### src/rtl/qu2x_pkg.sv
`default_nettype none

package qu2x_pkg;

  // Map geometry
  localparam int RES      = 33;
  localparam int HALF_RES = RES / 2;
  localparam int CRD_W    = 6;
  localparam int COMP_W   = 16;
  localparam int NCOMP    = 4;
  localparam int TEXEL_W  = NCOMP * COMP_W;

  // Each parity bank holds the texels of one (row parity, column parity) class
  localparam int HALF_W   = $clog2(RES / 2 + 2);
  localparam int BANK_AW  = 2 * HALF_W;
  localparam int NBANK    = 4;

  typedef enum logic {
    OP_LOAD  = 1'b0,
    OP_QUERY = 1'b1
  } op_e;

  typedef enum logic [1:0] {
    QUAD_TL = 2'd0,
    QUAD_TR = 2'd1,
    QUAD_BR = 2'd2,
    QUAD_BL = 2'd3
  } quad_e;

  typedef logic [NCOMP-1:0][COMP_W-1:0] texel_t;
  typedef texel_t [NBANK-1:0] bank_rd_t;

  // Selection info handed from the read stage to the filter
  typedef struct packed {
    logic row_par;
    logic col_par;
    logic row_odd;
    logic col_odd;
  } sel_t;

  // Floor of the mean of two signed components, exact at one extra bit
  function automatic logic [COMP_W-1:0] avg2(input logic [COMP_W-1:0] a,
                                             input logic [COMP_W-1:0] b);
    logic [COMP_W:0] sum;
    sum = {a[COMP_W-1], a} + {b[COMP_W-1], b};
    return sum[COMP_W:1];
  endfunction

endpackage

`default_nettype wire

### src/rtl/qu2x_filter.sv
`default_nettype none

// Route the four parity-bank words to their neighbor roles and average
module qu2x_filter (
  input  wire qu2x_pkg::bank_rd_t rd_i,
  input  wire qu2x_pkg::sel_t     sel_i,
  output qu2x_pkg::texel_t        texel_o
);

  logic [1:0]       idx_a, idx_b, idx_c, idx_d;
  qu2x_pkg::texel_t ta, tb, tc, td;

  // Pick the texel at (r,c), (r,c+1), (r+1,c) and (r+1,c+1)
  always_comb begin
    idx_a = {sel_i.row_par, sel_i.col_par};
    idx_b = {sel_i.row_par, ~sel_i.col_par};
    idx_c = {~sel_i.row_par, sel_i.col_par};
    idx_d = {~sel_i.row_par, ~sel_i.col_par};
    ta    = rd_i[idx_a];
    tb    = rd_i[idx_b];
    tc    = rd_i[idx_c];
    td    = rd_i[idx_d];
  end

  // Average along the row, then down the column
  always_comb begin
    logic [qu2x_pkg::COMP_W-1:0] top, bot;
    for (int k = 0; k < qu2x_pkg::NCOMP; k++) begin
      top = sel_i.col_odd ? qu2x_pkg::avg2(ta[k], tb[k]) : ta[k];
      bot = sel_i.col_odd ? qu2x_pkg::avg2(tc[k], td[k]) : tc[k];
      texel_o[k] = sel_i.row_odd ? qu2x_pkg::avg2(top, bot) : top;
    end
  end

endmodule

`default_nettype wire

### config.mk
export PLATFORM = sky130hd
export DESIGN_NAME = qu2x_filter
export DESIGN_NICKNAME = d
export VERILOG_FILES = /design/src/rtl/qu2x_pkg.sv /design/src/rtl/qu2x_filter.sv
export SDC_FILE = /design/constraint.sdc
export NUM_CORES = 1
export LEC_CHECK = 0
export ABC_AREA = 1
export BUFFER_PORTS_ARGS = -buffer_cell sky130_fd_sc_hd__buf_2
export CELL_PAD_IN_SITES_DETAIL_PLACEMENT = 1
export CELL_PAD_IN_SITES_GLOBAL_PLACEMENT = 2
export CORE_MARGIN = 2
export CORE_UTILIZATION = 30
export DETAILED_ROUTE_END_ITERATION = 8
export PLACE_DENSITY = 0.85
export SETUP_SLACK_MARGIN = 0.3
export SYNTH_ARGS = -nofsm -noshare
export SYNTH_HDL_FRONTEND = slang
export SYNTH_SLANG_ARGS = --single-unit
### constraint.sdc
create_clock -name vclk -period 6.6
set_clock_uncertainty 0.2 [all_clocks]
set_input_delay 0.66 -clock vclk [all_inputs]
set_output_delay 0.66 -clock vclk [all_outputs]
set_load 0.01 [all_outputs]
Word level (Yosys, flattened, before mapping)
Index checks and enable logic that the tools add are counted.

word-level totals
  register bits = 0
  bits in latches = 0
  RAM bits = 0
  ROM bits = 0
  input port bits = 260
  output and inout bits = 64
  logic and storage cells = 38
  memories = 0

cells by class
  add/sub/neg operators = 12
  $mul = 0
  divide/modulo/power cells = 0
  $lt $le $gt $ge = 4
  equality and inequality tests = 0
  shift operators = 0
  mux-type cells = 20
  bitwise operators = 2
  reductions and logical operators = 0

operators with widths
  cell                                                                           count
  64-bit binary-select mux with 2-bit select                                     4
  64-bit 2-to-1 mux                                                              4
  16-bit by 16-bit adder with 17-bit output                                      12
  16-bit 2-to-1 mux                                                              12
  2-bit by 3-bit less-than comparator with 1-bit output (second input constant)  4
  1-bit NOT                                                                      2

Logic depth before layout (Yosys ltp)
Gate-level depths: netlist of the first run.

  depth after elaboration = 7
  gate-level depth with buffers = 35
  depth with buffers taken out = 31

Worst setup path after synthesis of the first run
Ideal clock, no wire load.

  path kind = input to output
  from = input sel_i[2] in the netlist's numbering
  to = output texel_o[45] in the netlist's numbering
  arrival time = 5161 ps
  required time = 5740 ps
  setup slack = 579 ps
  cell stages on the path = 26
  buffers on the path = 6
  cells stage by stage = buf_6 buf_6 buf_4 buf_4 buf_4 buf_2 mux2i_1 o21ai_0 fa_1 nand3_1 nand3_1 a21oi_1 o21bai_1 or2_2 nand3_1 o21ai_0 ha_1 a21o_1 o21a_1 nor2_1 o21bai_1 a21boi_0 o21ai_0 a21boi_0 xor2_1 o21ai_0

RTL lines
  item         RTL line          text
  from (decl)  qu2x_filter.sv:6  input wire qu2x_pkg::sel_t sel_i,
  to (decl)    qu2x_filter.sv:7  output qu2x_pkg::texel_t texel_o

==> results of run 1 <==
-- layer usage --
layer | share of wire | wire length, microns
met4 | 0.010 | 709
met1 | 0.49 | 33300
met2 | 0.46 | 31160
met3 | 0.037 | 2516
met5 | 0.0011 | 77
-- synth_stat cells, types with 2 or more instances --
master / count
sky130_fd_sc_hd__a31oi_1: 14
sky130_fd_sc_hd__o2111ai_1: 5
sky130_fd_sc_hd__ha_1: 177
sky130_fd_sc_hd__o21ai_2: 16
sky130_fd_sc_hd__o21a_1: 2
sky130_fd_sc_hd__nor3_1: 23
sky130_fd_sc_hd__a21oi_1: 163
sky130_fd_sc_hd__buf_6: 5
sky130_fd_sc_hd__o221ai_1: 2
sky130_fd_sc_hd__mux2i_2: 2
sky130_fd_sc_hd__a21boi_1: 2
sky130_fd_sc_hd__buf_1: 16
sky130_fd_sc_hd__inv_2: 3
sky130_fd_sc_hd__o31ai_1: 12
sky130_fd_sc_hd__mux2i_1: 202
sky130_fd_sc_hd__or2_0: 4
sky130_fd_sc_hd__fa_1: 12
sky130_fd_sc_hd__nand4_1: 17
sky130_fd_sc_hd__a31o_2: 3
sky130_fd_sc_hd__or2_2: 33
sky130_fd_sc_hd__o21bai_1: 22
sky130_fd_sc_hd__inv_1: 398
sky130_fd_sc_hd__o21ai_1: 49
sky130_fd_sc_hd__nand3b_1: 4
sky130_fd_sc_hd__nand3_2: 10
sky130_fd_sc_hd__nand2_2: 24
sky130_fd_sc_hd__xor2_1: 47
sky130_fd_sc_hd__or2_1: 14
sky130_fd_sc_hd__buf_4: 12
sky130_fd_sc_hd__a211oi_1: 3
sky130_fd_sc_hd__nand3_1: 151
sky130_fd_sc_hd__a21o_1: 8
sky130_fd_sc_hd__o21ai_0: 418
sky130_fd_sc_hd__nor2_1: 114
sky130_fd_sc_hd__buf_2: 49
sky130_fd_sc_hd__xnor2_1: 54
sky130_fd_sc_hd__a21boi_0: 5
sky130_fd_sc_hd__nand2_1: 915
sky130_fd_sc_hd__clkbuf_1: 52
sky130_fd_sc_hd__nor2_2: 3
-- metrics by stage --
| stage | hold slack [ns] | power [mW] | setup slack (ns) | util | cells |
|---|---|---|---|---|---|
| final | 1.891 | 3.438 | 0.5385 | 0.3467 | 4071 |
| after detailed placement | 1.885 | 3.385 | 0.3235 | 0.3434 | 4062 |
| after global routing | 1.925 | 3.877 | 0.1239 | 0.3465 | 4068 |
| after floorplan | 1.438 | 2.379 | 0.5794 | - | 3076 |
| after CTS | 1.885 | 3.405 | 0.3157 | 0.3434 | 4062 |
| after global placement | 1.873 | 3.358 | 0.3447 | 0.3434 | 4062 |
-- logic make-up (layout without fill, tap and decap cells) --
group                    Yosys count  count (layout)  share of synthesized area
AND/OR/NAND/NOR                 1316            1316                     0.3237
AO/OA/AOI/OAI                    729             729                     0.2308
buffers and inverters            537             770                     0.1280
multiplexers                     204             204                     0.1207
adder cells (fa/ha/maj)          189             189                     0.1446
XOR/XNOR                         101             101                    0.05212
other                              0               6                          0
-- path summary, 6_finish.rpt --
kind	start	to	slack (ns)	depth (start not counted)
worst max-delay path	sel_i[2]	texel_o[63]	0.54	28
worst min-delay path	sel_i[1]	texel_o[16]	1.89	5
-- what timing repair did --
item / in CTS / in global routing
setup buffers: 0 / 2
setup endpoints to repair: 0 / 32
resized for setup: 0 / 45
-- tightest hold or removal path, cell delays in order --
cell and delay, ns:
sky130_fd_sc_hd__buf_2 0.10, sky130_fd_sc_hd__buf_4 0.32, sky130_fd_sc_hd__nand2_1 0.14, sky130_fd_sc_hd__nand2_1 0.04, sky130_fd_sc_hd__buf_2 0.13
-- layout make-up --
type	count	area, sq um
Multi-Input combinational cell	2539	14860
Antenna cell	6	15.01
Tap cell	756	945.9
Fill cell	7905	36700
Inverter	402	1525
Timing Repair Buffer	368	2125
-- where the power goes --
group | internal [mW] | switching (mW) | leakage, nW | total, mW
Combinational | 1.30 | 2.14 | 10.8 | 3.44
Sequential | 0 | 0 | 0 | 0
Clock | 0.000000104 | 0 | 0.0000380 | 0.000000104
Total | 1.30 | 2.14 | 10.8 | 3.44
==> parameters.txt, run 1 <==
Parameter                              Value

Outcome
  Run status    complete, no violations

Synth
  Post-synthesis cell type with the largest combined area    sky130_fd_sc_hd__nand2_1
  Cell types occupying the most area after synthesis    sky130_fd_sc_hd__nand2_1 (20%), sky130_fd_sc_hd__ha_1 (13%), sky130_fd_sc_hd__o21ai_0 (12%)
  Post-synthesis sequential area ratio    0
  Mean area per synthesized cell    5.518 sq um
  Count of warnings emitted by yosys    0
  Synthesized net count    3,525
  Post-Synthesis Cells    3,076
  Share of the synthesized area in the top cell type    0.2023
  Synth unique cells    51
  Summed instance area of the synthesized netlist    16,970 sq um

Final layout
  Most common cell after layout, fill and taps aside    sky130_fd_sc_hd__nand2_1
  Count of flip-flops and latches    0
  # nets final    3,760
  Sequential cell area    0 sq um
  Area added between synthesis and finish    14.72%
  Clock buffers    0
  Fraction of final layout cells with drive strength greater than 1    0.1472
  Commonest cells after routing, fill and taps aside    sky130_fd_sc_hd__nand2_1 (914), sky130_fd_sc_hd__o21ai_0 (408), sky130_fd_sc_hd__inv_1 (395), sky130_fd_sc_hd__buf_2 (321), sky130_fd_sc_hd__mux2i_1 (202)
  Post-Layout Inst Area    19,470 sq um

GRT
  Aggregate global-route resource usage    0.2217
  Initial antenna violation count    12
  Global-route wire length before repair    107,100 microns
  Routing usage on met3    0.01787
  Vias in the first global route    20,240
  Leftover overflow at the end of global routing    0
  Pin count of the biggest net entering global routing    118
  Met1 global-route usage    0.3069
  Busiest layer in global routing    met2
  Global routing met2 resource utilization    0.3867

Floorplanning
  Die span in y    241.9 microns
  Ports placed on the boundary    324
  FP Rows    87
  Area inside the core boundary    56,170 sq um
  Die Outline Area    58,500 sq um
  Effective utilization at floorplan    0.3022
  Die outline width    241.9 microns

Setup path
  Critical path required time    5.74 ns
  Critical Path End Type    primary output
  Largest delay contributor family on the critical path    compound AO/OA/AOI/OAI gates
  Maximum net fanout on the critical path    41
  Biggest cell delay along the critical path    0.40 ns
  Number of buffer and inverter instances along the worst setup path    6
  Crit-path most repeated cell    sky130_fd_sc_hd__nand2_1
  Data arrival time at the worst-slack endpoint    5.20 ns
  Critical path start-end classification    input pin to primary output
  Crit path launch type    input pin
  Max stage delay cell, worst path    sky130_fd_sc_hd__clkbuf_8

STA
  Tmin final    6.061 ns
  Slew at the pin closest to its max-slew limit    0.7620 ns
  Setup TNS after final layout    0 ns
  Setup-failing EPs final    0
  Headroom to the max-slew limit    0.4920
  Upper clock frequency limit    165.0 MHz
  Share of the clock period used by the worst path    0.9184
  Fin. Hold Viols    0
  RSZ-0062 raised after global routing    true
  Max-slew violations    0

Place
  Half-perimeter wire length after placement    57,840 microns
  Final RePlAce weighted congestion    0.9112
  Area post-placement    19,290 sq um
  Input/output buffers    324

Min path
  Class of the worst hold path    input pin to primary output

Drt
  Number of design rule violations left after detail routing    0
  DR WL/cell    16.65 microns
  Via-to-Cell Ratio    5.023
  Total iterations of the first detailed-routing run    5
  Violation count after the first detailed-route iteration    817
  Detailed-route via count    20,450
  Routed Antenna Nets    0
  Wirelength, routed    67,770 microns

Power
  Pwr per Cell Area    176.6 nW/um^2
  Leakage power of the design    10.77 nW
  Worst IR drop on VDD    0.00004691 V

Job
  Max cap viols    0

Clock network
  Hold buffers post-CTS    0
(Power assumes the default switching activity.)
==> inputs of run 2 (changes only) <==
--- a/config.mk
+++ b/config.mk
@@ -12,6 +12,7 @@
 export CORE_MARGIN = 2
 export CORE_UTILIZATION = 30
 export DETAILED_ROUTE_END_ITERATION = 8
+export MAX_ROUTING_LAYER = met4
 export PLACE_DENSITY = 0.85
 export SETUP_SLACK_MARGIN = 0.3
 export SYNTH_ARGS = -nofsm -noshare
==> run 2 against run 1 <==
- via count fell by 0.14%
- hold slack about the same
- clock-buffer cell count stayed put
- die area did not move
- utilization is essentially flat
- total power hardly changed
- critical path depth stayed put
- first-iteration DRC count grew 1.7%
- critical path type unchanged
- sequential share of layout area did not move
- final area is essentially flat
- fmax down 0.42%
- wire length is essentially flat
==> parameters.txt, run 2 (synthesis gave the netlist of run 1 again) <==
Parameter                              Value

STA
  Fin. Hold Viols    0 (unchanged)
  Upper clock frequency limit    164.3 MHz (was 165.0 MHz)
  Share of the clock period used by the worst path    0.9223 (was 0.9184)
  Setup TNS after final layout    0 ns (unchanged)
  Tmin final    6.087 ns (was 6.061 ns)
  Headroom to the max-slew limit    0.4998 (was 0.4920)
  Max-slew violations    0 (unchanged)
  Slew at the pin closest to its max-slew limit    0.7502 ns (was 0.7620 ns)
  RSZ-0062 raised after global routing    true (unchanged)
  Setup-failing EPs final    0 (unchanged)

Floorplanning
  Effective utilization at floorplan    0.3022 (unchanged)
  Die outline width    241.9 microns (unchanged)
  Ports placed on the boundary    324 (unchanged)
  Die span in y    241.9 microns (unchanged)
  Die Outline Area    58,500 sq um (unchanged)
  Area inside the core boundary    56,170 sq um (unchanged)
  FP Rows    87 (unchanged)

Power
  Total power after layout    3.439 mW (was 3.438 mW)
  Leakage power of the design    10.77 nW (unchanged)
  Pwr per Cell Area    176.5 nW/um^2 (was 176.6 nW/um^2)
  Worst IR drop on VDD    0.00004734 V (was 0.00004691 V)

Drt
  Wirelength, routed    67,710 microns (was 67,770 microns)
  Violation count after the first detailed-route iteration    831 (was 817)
  Total iterations of the first detailed-routing run    4 (was 5)
  Routed Antenna Nets    0 (unchanged)
  DR WL/cell    16.61 microns (was 16.65 microns)
  Number of design rule violations left after detail routing    0 (unchanged)
  Detailed-route via count    20,420 (was 20,450)
  Via-to-Cell Ratio    5.009 (was 5.023)

Setup path
  Maximum net fanout on the critical path    41 (unchanged)
  Critical path start-end classification    input pin to primary output (unchanged)
  Max stage delay cell, worst path    sky130_fd_sc_hd__clkbuf_8 (unchanged)
  Crit-path most repeated cell    sky130_fd_sc_hd__nand2_1 (unchanged)
  Critical path required time    5.74 ns (about the same)
  Largest delay contributor family on the critical path    compound AO/OA/AOI/OAI gates (unchanged)
  Critical Path End Type    primary output (unchanged)
  Number of buffer and inverter instances along the worst setup path    6 (unchanged)
  Biggest cell delay along the critical path    0.40 ns (about the same)
  Crit path launch type    input pin (unchanged)
  Data arrival time at the worst-slack endpoint    5.23 ns (was 5.20 ns)

Final layout
  Fraction of final layout cells with drive strength greater than 1    0.1472 (unchanged)
  Sequential cell area    0 sq um (unchanged)
  Area added between synthesis and finish    14.79% (was 14.72%)
  Number of filler instances in the final layout    7,909 (was 7,905)
  Most common cell after layout, fill and taps aside    sky130_fd_sc_hd__nand2_1 (unchanged)
  Commonest cells after routing, fill and taps aside    sky130_fd_sc_hd__nand2_1 (914), sky130_fd_sc_hd__o21ai_0 (408), sky130_fd_sc_hd__inv_1 (395), sky130_fd_sc_hd__buf_2 (321), sky130_fd_sc_hd__mux2i_1 (202) (unchanged)
  Clock buffers    0 (unchanged)
  Count of flip-flops and latches    0 (unchanged)
  # nets final    3,760 (unchanged)

Place
  Input/output buffers    324 (unchanged)
  Final RePlAce weighted congestion    0.9270 (was 0.9112)
  Half-perimeter wire length after placement    57,840 microns (unchanged)

GRT
  Aggregate global-route resource usage    0.2283 (was 0.2217)
  Leftover overflow at the end of global routing    0 (unchanged)
  Global-route wire length before repair    107,200 microns (was 107,100 microns)
  Vias in the first global route    20,230 (was 20,240)
  Initial antenna violation count    12 (unchanged)
  Pin count of the biggest net entering global routing    118 (unchanged)

Job
  Max cap viols    0 (unchanged)

Outcome
  Run status    complete, no violations (unchanged)

Min path
  Class of the worst hold path    input pin to primary output (unchanged)

Clock network
  Hold buffers post-CTS    0 (unchanged)
==> run 2: layout make-up <==
| class | count | area, sq um | area share |
|---|---|---|---|
| inverter | 402 | 1525 | 0.07828 |
| tap | 756 | 945.9 | 0.04855 |
| antenna | 11 | 27.53 | 0.001413 |
| timing repair buffer | 368 | 2125 | 0.1090 |
| multi-input combinational | 2539 | 14860 | 0.7627 |
==> run 2: through the flow <==
| stage | std cells | setup slack (ns) | hold WS [ns] | instance area (sq um) | utilization |
|---|---|---|---|---|---|
| 6_report | 4076 | 0.5127 | 1.891 | 19480 | 0.3469 |
| 5_1_grt | 4075 | 0.1240 | 1.925 | 19480 | 0.3469 |
| 4_1_cts | 4062 | 0.3157 | 1.885 | 19290 | 0.3434 |
| 3_5_place_dp | 4062 | 0.3235 | 1.885 | 19290 | 0.3434 |
| 3_3_place_gp | 4062 | 0.3447 | 1.873 | 19290 | 0.3434 |
| 2_1_floorplan | 3076 | 0.5794 | 1.438 | 16970 | - |
==> run 2: final timing paths <==
path | startpoint | to | cells after the start
worst max-delay path | sel_i[2] | texel_o[63] | 28
worst min-delay path | sel_i[1] | texel_o[16] | 5
==> run 2: routing by layer <==
metal,share of wire,track usage,vias up
met1,0.50,0.3082,9447
met3,0.034,0.01620,22
li1,-,-,10650
met5,0,-,-
met2,0.46,0.3864,300
met4,0.0093,0.01943,0
==> run 2: power by group <==
group	total, mW	switching (mW)	internal (mW)
clock	0.000000224	0	0.000000224
combinational	3.44	2.14	1.30
sequential	0	0	0
==> run 2: repair_timing <==
item                                    in CTS  in global routing
endpoints found under the setup margin       0                 32
buffers inserted                             0                  2
resized for setup                            0                 45
==> run 2: worst min-delay path, stage by stage <==
cell and delay, ns:
sky130_fd_sc_hd__buf_2 0.10, sky130_fd_sc_hd__buf_4 0.32, sky130_fd_sc_hd__nand2_1 0.14, sky130_fd_sc_hd__nand2_1 0.04, sky130_fd_sc_hd__buf_2 0.13
==> inputs of run 3 (changes only) <==
--- a/config.mk
+++ b/config.mk
@@ -5,15 +5,14 @@
 export SDC_FILE = /design/constraint.sdc
 export NUM_CORES = 1
 export LEC_CHECK = 0
-export ABC_AREA = 1
 export BUFFER_PORTS_ARGS = -buffer_cell sky130_fd_sc_hd__buf_2
 export CELL_PAD_IN_SITES_DETAIL_PLACEMENT = 1
 export CELL_PAD_IN_SITES_GLOBAL_PLACEMENT = 2
 export CORE_MARGIN = 2
-export CORE_UTILIZATION = 30
+export CORE_UTILIZATION = 35
 export DETAILED_ROUTE_END_ITERATION = 8
 export MAX_ROUTING_LAYER = met4
-export PLACE_DENSITY = 0.85
+export PLACE_DENSITY = 0.83
 export SETUP_SLACK_MARGIN = 0.3
 export SYNTH_ARGS = -nofsm -noshare
 export SYNTH_HDL_FRONTEND = slang
==> run 3 against run 2 <==
- via count fell by 12%
- utilization is 9.6 points higher
- fmax down 3.1%
- critical endpoint is now texel_o[62]
- hold slack got worse by 0.15 ns
- synthesized cell count shrank 36%
- worst setup slack worse by 0.19 ns
- clock-buffer cell count unchanged
- first-iteration DRC count up 15%
==> parameters.txt, run 3 <==
Parameter                              Value

Floorplanning
  Area inside the core boundary    47,550 sq um (was 56,170 sq um)
  Die Outline Area    49,750 sq um (was 58,500 sq um)
  Ports placed on the boundary    324 (unchanged)
  Effective utilization at floorplan    0.3532 (was 0.3022)
  Die span in y    223.1 microns (was 241.9 microns)
  FP Rows    80 (was 87)
  Die outline width    223.1 microns (was 241.9 microns)

Synth
  Post-Synthesis Cells    1,977 (was 3,076)
  Synthesized net count    2,426 (was 3,525)
  Count of warnings emitted by yosys    0 (unchanged)
  Post-synthesis sequential area ratio    0 (unchanged)
  Cell types occupying the most area after synthesis    sky130_fd_sc_hd__mux4_2 (27%), sky130_fd_sc_hd__ha_1 (13%), sky130_fd_sc_hd__mux2_2 (4.9%) (was sky130_fd_sc_hd__nand2_1 (20%), sky130_fd_sc_hd__ha_1 (13%), sky130_fd_sc_hd__o21ai_0 (12%))
  Share of the synthesized area in the top cell type    0.2749 (was 0.2023)
  Mean area per synthesized cell    8.495 sq um (was 5.518 sq um)
  Commonest cells in the netlist    sky130_fd_sc_hd__mux4_2 (205), sky130_fd_sc_hd__nand2_1 (185), sky130_fd_sc_hd__ha_1 (177) (was sky130_fd_sc_hd__nand2_1 (915), sky130_fd_sc_hd__o21ai_0 (418), sky130_fd_sc_hd__inv_1 (398))
  Cell with the most instances after synthesis    sky130_fd_sc_hd__mux4_2 (was sky130_fd_sc_hd__nand2_1)
  Synth unique cells    96 (was 51)
  Summed instance area of the synthesized netlist    16,790 sq um (was 16,970 sq um)
  Post-synthesis cell type with the largest combined area    sky130_fd_sc_hd__mux4_2 (was sky130_fd_sc_hd__nand2_1)

STA
  Headroom to the max-slew limit    0.1857 (was 0.4998)
  RSZ-0062 raised after global routing    true (unchanged)
  Tmin final    6.282 ns (was 6.087 ns)
  Slew at the pin closest to its max-slew limit    1.220 ns (was 0.7502 ns)
  Share of the clock period used by the worst path    0.9518 (was 0.9223)
  Upper clock frequency limit    159.2 MHz (was 164.3 MHz)
  Setup-failing EPs final    0 (unchanged)
  Fin. Hold Viols    0 (unchanged)
  Max-slew violations    0 (unchanged)
  Setup TNS after final layout    0 ns (unchanged)

Place
  Final RePlAce weighted congestion    0.8999 (was 0.9270)
  Input/output buffers    324 (unchanged)
  Total placed cells including tap cells    2,866 (was 4,062)
  Half-perimeter wire length after placement    49,390 microns (was 57,840 microns)
  Area post-placement    19,410 sq um (was 19,290 sq um)

Setup path
  Data arrival time at the worst-slack endpoint    5.42 ns (was 5.23 ns)
  Critical path start-end classification    input pin to primary output (unchanged)
  Maximum net fanout on the critical path    8 (was 41)
  Crit path launch type    input pin (unchanged)
  Critical path endpoint    texel_o[62] (was texel_o[63])
  Worst setup startpoint    sel_i[2] (unchanged)
  Critical Path End Type    primary output (unchanged)
  Critical path required time    5.74 ns (about the same)

Outcome
  Run status    complete, no violations (unchanged)

GRT
  Vias in the first global route    18,510 (was 20,230)
  Leftover overflow at the end of global routing    0 (unchanged)
  Aggregate global-route resource usage    0.2452 (was 0.2283)
  Pin count of the biggest net entering global routing    56 (was 118)
  Global-route wire length before repair    97,520 microns (was 107,200 microns)
  Initial antenna violation count    15 (was 12)

Final layout
  Final core occ    0.4431 (was 0.3469)
  Most common cell after layout, fill and taps aside    sky130_fd_sc_hd__buf_2 (was sky130_fd_sc_hd__nand2_1)
  Filler-free cell count of the finished design    2,943 (was 4,076)
  Count of flip-flops and latches    0 (unchanged)
  Area added between synthesis and finish    25.43% (was 14.79%)
  Fraction of final layout cells with drive strength greater than 1    0.3946 (was 0.1472)
  Clock buffers    0 (unchanged)
  Combined area of the multi-input logic cells    16,840 sq um (was 14,860 sq um)
  Number of filler instances in the final layout    5,590 (was 7,909)
  Sequential cell area    0 sq um (unchanged)
  Post-Layout Inst Area    21,070 sq um (was 19,480 sq um)
  Commonest cells after routing, fill and taps aside    sky130_fd_sc_hd__buf_2 (319), sky130_fd_sc_hd__mux4_2 (205), sky130_fd_sc_hd__nand2_1 (184), sky130_fd_sc_hd__nor2_1 (159), sky130_fd_sc_hd__ha_1 (152) (was sky130_fd_sc_hd__nand2_1 (914), sky130_fd_sc_hd__o21ai_0 (408), sky130_fd_sc_hd__inv_1 (395), sky130_fd_sc_hd__buf_2 (321), sky130_fd_sc_hd__mux2i_1 (202))
  # nets final    2,762 (was 3,760)

Drt
  Wirelength, routed    64,190 microns (was 67,710 microns)
  Via-to-Cell Ratio    6.140 (was 5.009)
  Routed Antenna Nets    0 (unchanged)
  Violation count after the first detailed-route iteration    956 (was 831)
  Detailed-route via count    18,070 (was 20,420)
  Total iterations of the first detailed-routing run    5 (was 4)
  DR WL/cell    21.81 microns (was 16.61 microns)
  Number of design rule violations left after detail routing    0 (unchanged)

Min path
  Class of the worst hold path    input pin to primary output (unchanged)

Power
  Worst IR drop on VDD    0.00007622 V (was 0.00004734 V)
  Leakage power of the design    8.694 nW (was 10.77 nW)
  Total power after layout    4.349 mW (was 3.439 mW)
  Pwr per Cell Area    206.4 nW/um^2 (was 176.5 nW/um^2)

Clock network
  Hold buffers post-CTS    0 (unchanged)

Job
  Max cap viols    0 (unchanged)
[run 3: cell type report]
type,instances,area share
well taps,615,0.03653
diodes,17,0.002019
multi-input cells,1781,0.7995
inverters,83,0.01515
repair buffers,447,0.1468
[run 3: power breakdown]
group          switching (mW)  leakage, nW  internal [mW]
registers                   0            0              0
clock network               0     0.000108    0.000000345
logic                    2.36         8.69           1.99
[run 3: per-layer routing]
layer,vias up,wire length [microns],GRT usage,share of wire
li1,8490,-,-,-
met2,444,31980,0.4333,0.50
met1,9056,27830,0.3046,0.43
met3,79,2858,0.02397,0.045
met4,0,1518,0.04893,0.024
met5,-,0,-,0
[run 3: cells by family after synthesis]
family	count (synthesis)	synth area share
buffers and inverters	196	0.04984
AND/OR/NAND/NOR	589	0.1705
AO/OA/AOI/OAI	588	0.2351
adder cells (fa/ha/maj)	191	0.1474
XOR/XNOR	107	0.05625
multiplexers	306	0.3409
[run 3: worst max-delay path: stages]
cell	delay [ns]
sky130_fd_sc_hd__buf_16	0.13
sky130_fd_sc_hd__buf_16	0.14
sky130_fd_sc_hd__mux4_2	0.56
sky130_fd_sc_hd__ha_4	0.27
sky130_fd_sc_hd__nor2b_4	0.12
sky130_fd_sc_hd__o21a_1	0.21
sky130_fd_sc_hd__o21ai_2	0.20
sky130_fd_sc_hd__nand2b_1	0.09
sky130_fd_sc_hd__a211o_1	0.26
sky130_fd_sc_hd__a31o_2	0.28
sky130_fd_sc_hd__ha_4	0.30
sky130_fd_sc_hd__nand2_4	0.06
sky130_fd_sc_hd__nor4b_4	0.33
sky130_fd_sc_hd__o31a_1	0.33
sky130_fd_sc_hd__nand3_1	0.12
sky130_fd_sc_hd__mux2_4	0.32
sky130_fd_sc_hd__a211oi_2	0.25
sky130_fd_sc_hd__o31ai_2	0.12
sky130_fd_sc_hd__o211ai_2	0.19
sky130_fd_sc_hd__xor2_1	0.09
sky130_fd_sc_hd__mux2_4	0.27
sky130_fd_sc_hd__buf_6	0.12
[run 3: what timing repair did]
| action | in CTS | in global routing |
|---|---|---|
| resized for setup | 59 | 141 |
| endpoints found under the setup margin | 21 | 26 |
| buffers inserted | 12 | 35 |
| pin swaps | 17 | 66 |
| cloned | 6 | 7 |
[run 3: worst min path at each step]
stage,start,end,slack [ns],cells after the start
after global placement,sel_i[1],texel_o[56],1.74,4
after CTS,sel_i[1],texel_o[28],1.75,3
after floorplan,sel_i[0],texel_o[0],1.41,3
final,sel_i[1],texel_o[28],1.74,3
after global routing,sel_i[1],texel_o[28],1.78,3
after detailed placement,sel_i[1],texel_o[56],1.74,4
[run 3: stage by stage]
stage | setup WS, ns | hold WS, ns
finish | 0.3180 | 1.745
global route | 0.07432 | 1.777
CTS | 0.2626 | 1.748
detailed placement | -0.01725 | 1.743
global placement | 0.05328 | 1.740
floorplan | 0.05334 | 1.410
